==> config.mk <==
export PLATFORM = sky130hd
export DESIGN_NAME = odometry_distance_event_tracker_top
export DESIGN_NICKNAME = d
export VERILOG_FILES = /design/src/sv/odet_pkg.sv /design/src/sv/odet_sqr.sv /design/src/sv/odet_isqrt.sv /design/src/sv/odometry_distance_event_tracker_top.sv
export SDC_FILE = /design/constraint.sdc
export NUM_CORES = 2
export LEC_CHECK = 0
export BUFFER_PORTS_ARGS = -buffer_cell sky130_fd_sc_hd__buf_2
export CAP_MARGIN = 0
export CORE_MARGIN = 5
export CORE_UTILIZATION = 36
export CTS_CLUSTER_SIZE = 12
export DETAILED_ROUTE_END_ITERATION = 16
export HOLD_SLACK_MARGIN = 0.06
export MAX_ROUTING_LAYER = met4
export PLACE_DENSITY_LB_ADDON = 0.12
export SYNTH_ARGS = -nofsm -noshare
export SYNTH_HDL_FRONTEND = slang
export SYNTH_SLANG_ARGS = --single-unit
==> constraint.sdc <==
create_clock -name clk -period 6.6 [get_ports clk]
set_clock_uncertainty 0.1 [all_clocks]
set_input_delay 0 -clock clk [delete_from_list [all_inputs] [get_ports clk]]
set_output_delay 0 -clock clk [all_outputs]
set_load 0.03 [all_outputs]
==> src/sv/odet_pkg.sv <==
// ============================================================================
// odet_pkg - shared types and constants of the odometry distance tracker
// Field widths, saturation limits and the register map used by every file.
// ============================================================================
`default_nettype none

package odet_pkg;

    // Input and output field widths
    localparam int unsigned POS_W   = 32;
    localparam int unsigned THR_W   = 32;
    localparam int unsigned TOTAL_W = 48;
    localparam int unsigned REM_W   = 40;

    // Clamped difference magnitude is at most 2^30, so 31 bits
    localparam int unsigned MAG_W   = 31;
    // Square of a magnitude, and the sum of two squares, fit in 62 bits
    localparam int unsigned SQ_W    = 2 * MAG_W;
    // Floor root of a 62-bit value has 31 bits
    localparam int unsigned ROOT_W  = SQ_W / 2;
    // Root plus remainder
    localparam int unsigned SUM_W   = REM_W + 1;

    // Iteration counter covers MAG_W or ROOT_W steps
    localparam int unsigned CNT_W   = $clog2(MAG_W + 1);

    // Register map: byte address bits and register indexes
    localparam int unsigned PADDR_W = 3;
    localparam int unsigned PDATA_W = 32;
    localparam logic        REG_THRESHOLD = 1'b0;

    localparam logic [THR_W-1:0]   THRESHOLD_RESET = THR_W'(1024);
    localparam logic [TOTAL_W-1:0] TOTAL_MAX = {TOTAL_W{1'b1}};
    localparam logic [REM_W-1:0]   REM_MAX   = {REM_W{1'b1}};

    typedef logic [MAG_W-1:0]   mag_t;
    typedef logic [SQ_W-1:0]    sq_t;
    typedef logic [ROOT_W-1:0]  root_t;
    typedef logic [CNT_W-1:0]   cnt_t;

    // Handshake between the sequencer and a serial unit
    typedef struct packed {
        logic start;
        logic busy;
    } serial_ctl_t;

endpackage : odet_pkg

`default_nettype wire

==> src/sv/odet_sqr.sv <==
// ============================================================================
// odet_sqr - bit-serial squarer
// Shift-and-add square of a 31-bit magnitude, one multiplier bit per cycle.
// ============================================================================
`default_nettype none

module odet_sqr (
    input  wire logic          clk,
    input  wire logic          rst_n,
    input  wire logic          start,
    input  wire odet_pkg::mag_t mag,
    output logic               busy,
    output odet_pkg::sq_t      square
);
    import odet_pkg::*;

    sq_t  acc_reg,    acc_next;
    sq_t  mcand_reg,  mcand_next;
    mag_t mplier_reg, mplier_next;
    cnt_t cnt_reg,    cnt_next;
    logic busy_reg,   busy_next;

    // One partial product per cycle
    always_comb
    begin
        acc_next    = acc_reg;
        mcand_next  = mcand_reg;
        mplier_next = mplier_reg;
        cnt_next    = cnt_reg;
        busy_next   = busy_reg;
        if (start)
        begin
            acc_next    = '0;
            mcand_next  = SQ_W'(mag);
            mplier_next = mag;
            cnt_next    = CNT_W'(MAG_W);
            busy_next   = 1'b1;
        end
        else if (busy_reg)
        begin
            if (mplier_reg[0])
                acc_next = acc_reg + mcand_reg;
            mcand_next  = {mcand_reg[SQ_W-2:0], 1'b0};
            mplier_next = {1'b0, mplier_reg[MAG_W-1:1]};
            cnt_next    = cnt_reg - CNT_W'(1);
            if (cnt_reg == CNT_W'(1))
                busy_next = 1'b0;
        end
    end

    always_ff @(posedge clk or negedge rst_n)
    begin
        if (!rst_n)
        begin
            busy_reg <= 1'b0;
            cnt_reg  <= '0;
        end
        else
        begin
            busy_reg <= busy_next;
            cnt_reg  <= cnt_next;
        end
    end

    // Datapath, no reset
    always_ff @(posedge clk)
    begin
        acc_reg    <= acc_next;
        mcand_reg  <= mcand_next;
        mplier_reg <= mplier_next;
    end

    assign busy   = busy_reg;
    assign square = acc_reg;

endmodule : odet_sqr

`default_nettype wire

==> src/sv/odet_isqrt.sv <==
// ============================================================================
// odet_isqrt - bit-serial floor square root
// Restoring root of a 62-bit radicand, two radicand bits and one root bit
// per cycle.
// ============================================================================
`default_nettype none

module odet_isqrt (
    input  wire logic            clk,
    input  wire logic            rst_n,
    input  wire logic            start,
    input  wire odet_pkg::sq_t   radicand,
    output logic                 busy,
    output odet_pkg::root_t      root
);
    import odet_pkg::*;

    // Partial remainder stays below 2^32; two more bits come in each step
    localparam int unsigned PR_W = ROOT_W + 3;

    sq_t             rad_reg,  rad_next;
    logic [PR_W-1:0] rem_reg,  rem_next;
    root_t           root_reg, root_next;
    cnt_t            cnt_reg,  cnt_next;
    logic            busy_reg, busy_next;

    logic [PR_W-1:0] shifted;
    logic [PR_W-1:0] trial;

    assign shifted = {rem_reg[PR_W-3:0], rad_reg[SQ_W-1 -: 2]};
    assign trial   = {1'b0, root_reg, 2'b01};

    // One root bit per cycle
    always_comb
    begin
        rad_next  = rad_reg;
        rem_next  = rem_reg;
        root_next = root_reg;
        cnt_next  = cnt_reg;
        busy_next = busy_reg;
        if (start)
        begin
            rad_next  = radicand;
            rem_next  = '0;
            root_next = '0;
            cnt_next  = CNT_W'(ROOT_W);
            busy_next = 1'b1;
        end
        else if (busy_reg)
        begin
            rad_next = {rad_reg[SQ_W-3:0], 2'b00};
            if (shifted >= trial)
            begin
                rem_next  = shifted - trial;
                root_next = {root_reg[ROOT_W-2:0], 1'b1};
            end
            else
            begin
                rem_next  = shifted;
                root_next = {root_reg[ROOT_W-2:0], 1'b0};
            end
            cnt_next = cnt_reg - CNT_W'(1);
            if (cnt_reg == CNT_W'(1))
                busy_next = 1'b0;
        end
    end

    always_ff @(posedge clk or negedge rst_n)
    begin
        if (!rst_n)
        begin
            busy_reg <= 1'b0;
            cnt_reg  <= '0;
        end
        else
        begin
            busy_reg <= busy_next;
            cnt_reg  <= cnt_next;
        end
    end

    always_ff @(posedge clk)
    begin
        rad_reg  <= rad_next;
        rem_reg  <= rem_next;
        root_reg <= root_next;
    end

    assign busy = busy_reg;
    assign root = root_reg;

endmodule : odet_isqrt

`default_nettype wire

==> src/sv/odometry_distance_event_tracker_top.sv <==
// Flow: an input transfer is taken in the idle state, then the difference, square,
//   root, sum and final update states run in that order; the final update writes
//   the output register once it is free. Input is stalled outside idle, so a new
//   sample waits for the last result; squarers and root are 31-step serial units.
// Reset: asynchronous, active low; clears the reference, remainder, total and
//   handshakes, and loads the threshold with 1024. No clearing pass.
// ============================================================================
// odometry_distance_event_tracker_top - distance event tracker
// Sequencer, state, threshold register and result register around the
// serial squarers and serial root.
// ============================================================================
`default_nettype none

module odometry_distance_event_tracker_top (
    input  wire logic                           clk,
    input  wire logic                           rst_n,
    // configuration
    input  wire logic                           psel,
    input  wire logic                           penable,
    input  wire logic                           pwrite,
    input  wire logic [odet_pkg::PADDR_W-1:0]   paddr,
    input  wire logic [odet_pkg::PDATA_W-1:0]   pwdata,
    output logic      [odet_pkg::PDATA_W-1:0]   prdata,
    output logic                                pready,
    // input samples
    input  wire logic                           in_valid,
    output logic                                in_stall,
    input  wire logic signed [odet_pkg::POS_W-1:0] pos_x,
    input  wire logic signed [odet_pkg::POS_W-1:0] pos_y,
    // results
    output logic                                out_valid,
    input  wire logic                           out_stall,
    output logic      [odet_pkg::TOTAL_W-1:0]   travelled,
    output logic                                event_res
);
    import odet_pkg::*;

    localparam int unsigned D_W = POS_W + 1;
    localparam logic signed [D_W-1:0] DIFF_LIM = D_W'(1 << (MAG_W - 1));

    typedef enum logic [2:0] {
        S_IDLE,
        S_DIFF,
        S_SQ,
        S_ROOT,
        S_SUM,
        S_FIN
    } state_t;

    // Clamp a difference to +/-2^30 and take its magnitude
    function automatic mag_t clamp_mag(input logic signed [D_W-1:0] d);
        logic signed [D_W-1:0] neg;
        neg = -d;
        if (d > DIFF_LIM || d < -DIFF_LIM)
            clamp_mag = MAG_W'(DIFF_LIM);
        else if (d[D_W-1])
            clamp_mag = neg[MAG_W-1:0];
        else
            clamp_mag = d[MAG_W-1:0];
    endfunction

    state_t               state_reg,   state_next;
    logic                 have_ref_reg, have_ref_next;
    logic [POS_W-1:0]     ref_x_reg,   ref_x_next;
    logic [POS_W-1:0]     ref_y_reg,   ref_y_next;
    logic [POS_W-1:0]     cur_x_reg,   cur_x_next;
    logic [POS_W-1:0]     cur_y_reg,   cur_y_next;
    logic [REM_W-1:0]     carry_reg,   carry_next;
    logic [TOTAL_W-1:0]   total_reg,   total_next;
    logic [SUM_W-1:0]     sum_reg,     sum_next;
    logic                 out_valid_reg, out_valid_next;
    logic [TOTAL_W-1:0]   travelled_reg, travelled_next;
    logic                 event_reg,   event_next;
    logic [THR_W-1:0]     thr_reg;

    serial_ctl_t          sqx_ctl, sqy_ctl, rt_ctl;
    sq_t                  sq_x, sq_y;
    root_t                root;
    mag_t                 mag_x, mag_y;

    logic                 in_fire;
    logic                 cfg_write;
    logic                 out_free;
    logic [TOTAL_W:0]     total_sum;
    logic [TOTAL_W-1:0]   total_sat;
    logic [SUM_W-1:0]     rem_raw;
    logic                 crossed;

    assign in_fire   = in_valid && !in_stall;
    assign in_stall  = (state_reg != S_IDLE);
    assign out_free  = !out_valid_reg || !out_stall;
    assign cfg_write = psel && penable && pwrite && pready;

    // Differences against the reference
    assign mag_x = clamp_mag(D_W'($signed(cur_x_reg)) - D_W'($signed(ref_x_reg)));
    assign mag_y = clamp_mag(D_W'($signed(cur_y_reg)) - D_W'($signed(ref_y_reg)));

    assign sqx_ctl.start = (state_reg == S_DIFF);
    assign sqy_ctl.start = (state_reg == S_DIFF);
    assign rt_ctl.start  = (state_reg == S_SQ) && !sqx_ctl.busy && !sqy_ctl.busy;

    odet_sqr u_sqr_x (
        .clk    (clk),
        .rst_n  (rst_n),
        .start  (sqx_ctl.start),
        .mag    (mag_x),
        .busy   (sqx_ctl.busy),
        .square (sq_x)
    );

    odet_sqr u_sqr_y (
        .clk    (clk),
        .rst_n  (rst_n),
        .start  (sqy_ctl.start),
        .mag    (mag_y),
        .busy   (sqy_ctl.busy),
        .square (sq_y)
    );

    odet_isqrt u_isqrt (
        .clk      (clk),
        .rst_n    (rst_n),
        .start    (rt_ctl.start),
        .radicand (sq_x + sq_y),
        .busy     (rt_ctl.busy),
        .root     (root)
    );

    // Total and remainder updates
    assign total_sum = {1'b0, total_reg} + (TOTAL_W + 1)'(sum_reg);
    assign total_sat = total_sum[TOTAL_W] ? TOTAL_MAX : total_sum[TOTAL_W-1:0];
    assign crossed   = (sum_reg > SUM_W'(thr_reg));
    assign rem_raw   = sum_reg - SUM_W'(thr_reg);

    // Sequencer
    always_comb
    begin
        state_next     = state_reg;
        have_ref_next  = have_ref_reg;
        ref_x_next     = ref_x_reg;
        ref_y_next     = ref_y_reg;
        cur_x_next     = cur_x_reg;
        cur_y_next     = cur_y_reg;
        carry_next     = carry_reg;
        total_next     = total_reg;
        sum_next       = sum_reg;
        travelled_next = travelled_reg;
        event_next     = event_reg;
        out_valid_next = out_valid_reg && out_stall;
        unique case (state_reg)
            S_IDLE:
            begin
                if (in_fire)
                begin
                    cur_x_next = pos_x;
                    cur_y_next = pos_y;
                    if (!have_ref_reg)
                    begin
                        ref_x_next    = pos_x;
                        ref_y_next    = pos_y;
                        have_ref_next = 1'b1;
                    end
                    state_next = S_DIFF;
                end
            end
            S_DIFF:
                state_next = S_SQ;
            S_SQ:
            begin
                if (!sqx_ctl.busy && !sqy_ctl.busy)
                    state_next = S_ROOT;
            end
            S_ROOT:
            begin
                if (!rt_ctl.busy)
                begin
                    sum_next   = SUM_W'(root) + SUM_W'(carry_reg);
                    state_next = S_SUM;
                end
            end
            S_SUM:
                state_next = S_FIN;
            S_FIN:
            begin
                if (out_free)
                begin
                    out_valid_next = 1'b1;
                    travelled_next = total_sat;
                    event_next     = crossed;
                    if (crossed)
                    begin
                        total_next = total_sat;
                        carry_next = rem_raw[REM_W] ? REM_MAX : rem_raw[REM_W-1:0];
                        ref_x_next = cur_x_reg;
                        ref_y_next = cur_y_reg;
                    end
                    state_next = S_IDLE;
                end
            end
            default:
                state_next = S_IDLE;
        endcase
    end

    // State and registered outputs
    always_ff @(posedge clk or negedge rst_n)
    begin
        if (!rst_n)
        begin
            state_reg     <= S_IDLE;
            have_ref_reg  <= 1'b0;
            ref_x_reg     <= '0;
            ref_y_reg     <= '0;
            carry_reg     <= '0;
            total_reg     <= '0;
            out_valid_reg <= 1'b0;
        end
        else
        begin
            state_reg     <= state_next;
            have_ref_reg  <= have_ref_next;
            ref_x_reg     <= ref_x_next;
            ref_y_reg     <= ref_y_next;
            carry_reg     <= carry_next;
            total_reg     <= total_next;
            out_valid_reg <= out_valid_next;
        end
    end

    // Payload registers
    always_ff @(posedge clk)
    begin
        cur_x_reg     <= cur_x_next;
        cur_y_reg     <= cur_y_next;
        sum_reg       <= sum_next;
        travelled_reg <= travelled_next;
        event_reg     <= event_next;
    end

    // Threshold register
    always_ff @(posedge clk or negedge rst_n)
    begin
        if (!rst_n)
            thr_reg <= THRESHOLD_RESET;
        else if (cfg_write && paddr[2] == REG_THRESHOLD)
            thr_reg <= pwdata[THR_W-1:0];
    end

    assign pready    = 1'b1;
    assign prdata    = (paddr[2] == REG_THRESHOLD) ? PDATA_W'(thr_reg) : '0;
    assign out_valid = out_valid_reg;
    assign travelled = travelled_reg;
    assign event_res = event_reg;

    // Checks
    a_total_monotonic: assert property (@(posedge clk) disable iff (!rst_n)
        total_reg >= $past(total_reg))
        else $error("total distance decreased");

    a_event_total: assert property (@(posedge clk) disable iff (!rst_n)
        (out_valid_reg && event_reg) |-> (travelled_reg == total_reg))
        else $error("event result differs from total");

    a_root_in_state: assert property (@(posedge clk) disable iff (!rst_n)
        rt_ctl.busy |-> (state_reg == S_ROOT))
        else $error("root unit busy outside root phase");

    a_ref_taken: assert property (@(posedge clk) disable iff (!rst_n)
        in_fire |=> have_ref_reg)
        else $error("reference not taken after first transfer");

endmodule : odometry_distance_event_tracker_top

`default_nettype wire
==> impl_metrics.tcl <==
set metrics [dict create \
    syn_area_per_cell_um2 8.904 \
    async_flop_share_pct 26.01 \
    yosysUniqueCellTypes 98 \
    cts_hold_buf 229 \
    rsz0062_at_grt "false" \
    max_cap_violations 0 \
    ant_nets 0 \
    grt_overflow 0 \
    rr_startpoint "ref_y_reg[0]$_DFFE_PN0P_" \
    hold_class "primary input to flip-flop" \
    coreArea_um2 147700 \
    avgRoutedWirePerCell_um 17.71 \
    dr.pass1.iters 7 \
    hold_viol_final 0 \
    regArea_um2 20380 \
    syn-cell-area_um2 53390 \
    avgViaCountPerCell 5.286 \
    synth_edf_count 340 \
    drtIter0Drc 2237 \
    netlist_instances 5997 \
    grt_max_degree 156 \
    clock.fmax_mhz 193.3 \
    final_common_cell "nand2_1" \
    yosysWarnings 0 \
    critPathKind "flip-flop to flip-flop" \
    powerDensity_nw_per_um2 186.1 \
    swShare_pct 24.35 \
    synth-xor-area-share_pct 6.493 \
    fp-row-count 141 \
    p_seq_share_pct 45.1 \
    synth_compound_area_share_pct 20.70 \
    wirelength_um 146800 \
    netlist.area_leader.share_pct 19.12 \
    portBuffers 186 \
    period_minus_slack_ns 5.172 \
    required_ns 7.01 \
    cts_max_level 3 \
    postCtsSetupBuffers 0 \
    worstHoldStart "pos_x[0]" \
    crit_path_end_kind "flip-flop" \
    grtUsageTotal_pct 18.96 \
    antenna_found_initial 2 \
    synth_flop_cell "edfxtp_1" \
    cts_buffer_depth 3 \
    cts.sinks 796 \
    worstHoldEndpoint "ref_x_reg[0]$_DFFE_PN0P_" \
    combPwrFrac_pct 7.7 \
    die-area_um2 156100 \
    cts_resized 0 \
    setup-tns-final_ns 0 \
    r2r_end "u_sqr_y.mcand_reg[27]$_DFFE_PP_" \
    cp_max_fo 58 \
    nets 6779 \
    ys_seq_elements 796 \
    yosys.area_share.simple_pct 15.79 \
    drc 0 \
    boundaryPins 190 \
    drive_gt1_share_pct 8.052 \
    slew_violations 0 \
    cts_root_buf "clkbuf_16" \
    rrSetupSlack_ns 1.43 \
    setup_viol 0 \
    outcome "finished, final reports clean" \
    place.gp.congestion 0.8598 \
    worst_pin_slew_ns 1.126 \
    vdd_drop_max_mv 0.1837 \
    fin_crit_sh_pct 78.36 \
    synth_top_family_by_area "compound AO/OA/AOI/OAI gates" \
    crit_arrival_ns 5.58 \
    power_mw 11.49 \
    mostFrequentLayoutCells "nand2_1 (682), a21oi_1 (492), nor2_1 (484), ha_1 (392), o21ai_0 (374)" \
    grt_pass1_vias 43949 \
    num_vias 43818 \
    synth_nets 6503 \
    relSlewSlack_pct 24.92 \
    synth_top_area_cell "edfxtp_1" \
    startpoint_type "flip-flop" \
    dp_hpwl_um 108700 \
    leakage_nw 27.21 \
    synth_mux_area_share_pct 5.556 \
    die_y_um 395.1 \
    die_w_um 395.1 \
    clkPwrFrac_pct 47.2 \
    cts_tree "built" \
    grt_pass1_wl_um 239400 \
    p_int_mw 8.691 \
    worstSkewPairLatency_ns 0.71 \
    path_clk_slew_ns 0.06 \
    fill_cells 14599 \
    synthToLayoutAreaGrowth_pct 15.60 \
    synth-seq-area-share_pct 38.16 \
    numCtsBuffers 98 \
    reg2reg_depth 14 \
    synth-adder-area-share_pct 9.486 \
    final_util_pct 41.80 \
    initial_core_util_pct 36.16 \
    whs_path_depth 5 \
    multi_input_area_um2 31090 \
    p_sw_mw 2.797 \
    synthTopCellsByArea "edfxtp_1 (19%), dfrtp_1 (9.7%), dfxtp_1 (9.3%)" \
]
## through the flow
step / setup slack (ns) / instance area, µm² / hold slack (ns) / cells
detailed placement: 1.441 / 56160 / -0.06593 / 7874
finish: 1.428 / 61730 / 0.1312 / 8290
CTS: 1.430 / 61720 / 0.07610 / 8289
floorplan: 1.759 / 53400 / -0.3956 / 5997
global placement: 1.544 / 56160 / -0.06511 / 7874
global route: 1.100 / 61730 / 0.1345 / 8290
## cell type report
class / instances / area share [%]
Clock buffer: 135 / 4.395
Tap cell: 1930 / 3.912
Inverter: 253 / 1.538
Clock inverter: 51 / 0.8716
Sequential cell: 796 / 33.02
Multi-Input combinational cell: 4666 / 50.37
Antenna cell: 1 / 0.004054
Timing Repair Buffer: 458 / 5.890
## critical path: stages, from the launching register on
cell	delay (ns)
dfrtp_1	0.38
ha_1	0.23
fa_1	0.41
nor2b_1	0.25
o21ai_2	0.15
a211oi_1	0.45
o2111a_1	0.30
nor2_1	0.10
o311ai_0	0.58
o22a_1	0.79
nand2b_1	0.16
mux2i_1	0.25
a2bb2oi_4	0.07
buf_4	0.29
o41ai_1	0.45
## power groups by stage
| stage | clock network, mW | logic, mW | registers [mW] |
|---|---|---|---|
| floorplan | 0 | 0.459 | 5.28 |
| global placement | 0 | 0.719 | 5.28 |
| detailed placement | 0 | 0.720 | 5.28 |
| CTS | 5.63 | 0.879 | 5.18 |
| global route | 5.83 | 0.962 | 5.19 |
| finish | 5.42 | 0.883 | 5.18 |
## Yosys cell counts, drive strengths merged (120+ instances only)
library cell / count
nand2: 686
a21oi: 494
nor2: 485
o21ai: 399
ha: 392
edfxtp: 340
xnor2: 255
inv: 253
dfxtp: 249
clkbuf: 242
mux2i: 239
a21o: 227
dfrtp: 206
xor2: 140
a31oi: 120
## logic make-up after synthesis
kind of cell / count (synthesis)
and+or+nand+nor: 1829
xor gates and xnor gates: 395
DFF: 796
AOI/OAI and AO/OA: 1751
other: 1
muxes: 290
adders and majority gates: 400
buffers and inverters: 535
## how the worst max path moves through the flow
stage / slack (ns) / end / cells after the start / from
global route: 1.10 / u_sqr_x.mcand_reg[19]$_DFFE_PP_ / 14 / ref_x_reg[0]$_DFFE_PN0P_
CTS: 1.43 / u_sqr_y.mcand_reg[27]$_DFFE_PP_ / 14 / ref_y_reg[0]$_DFFE_PN0P_
global placement: 1.54 / u_sqr_x.mcand_reg[25]$_DFFE_PP_ / 14 / ref_x_reg[0]$_DFFE_PN0P_
detailed placement: 1.44 / u_sqr_y.mcand_reg[27]$_DFFE_PP_ / 14 / ref_y_reg[0]$_DFFE_PN0P_
finish: 1.43 / u_sqr_y.mcand_reg[27]$_DFFE_PP_ / 14 / ref_y_reg[0]$_DFFE_PN0P_
floorplan: 1.76 / ref_x_reg[10]$_DFFE_PN0P_ / 9 / state_reg[1]$_DFFE_PN0P_
## per-layer routing
metal	vias to the layer above	wire [µm]	global-route usage, %
met3	185	4026	2.026
li1	22353	-	-
met1	20729	69090	24.32
met5	-	0	-
met2	551	70300	32.06
met4	0	3393	4.927
Power figures use the tool's default switching activity.
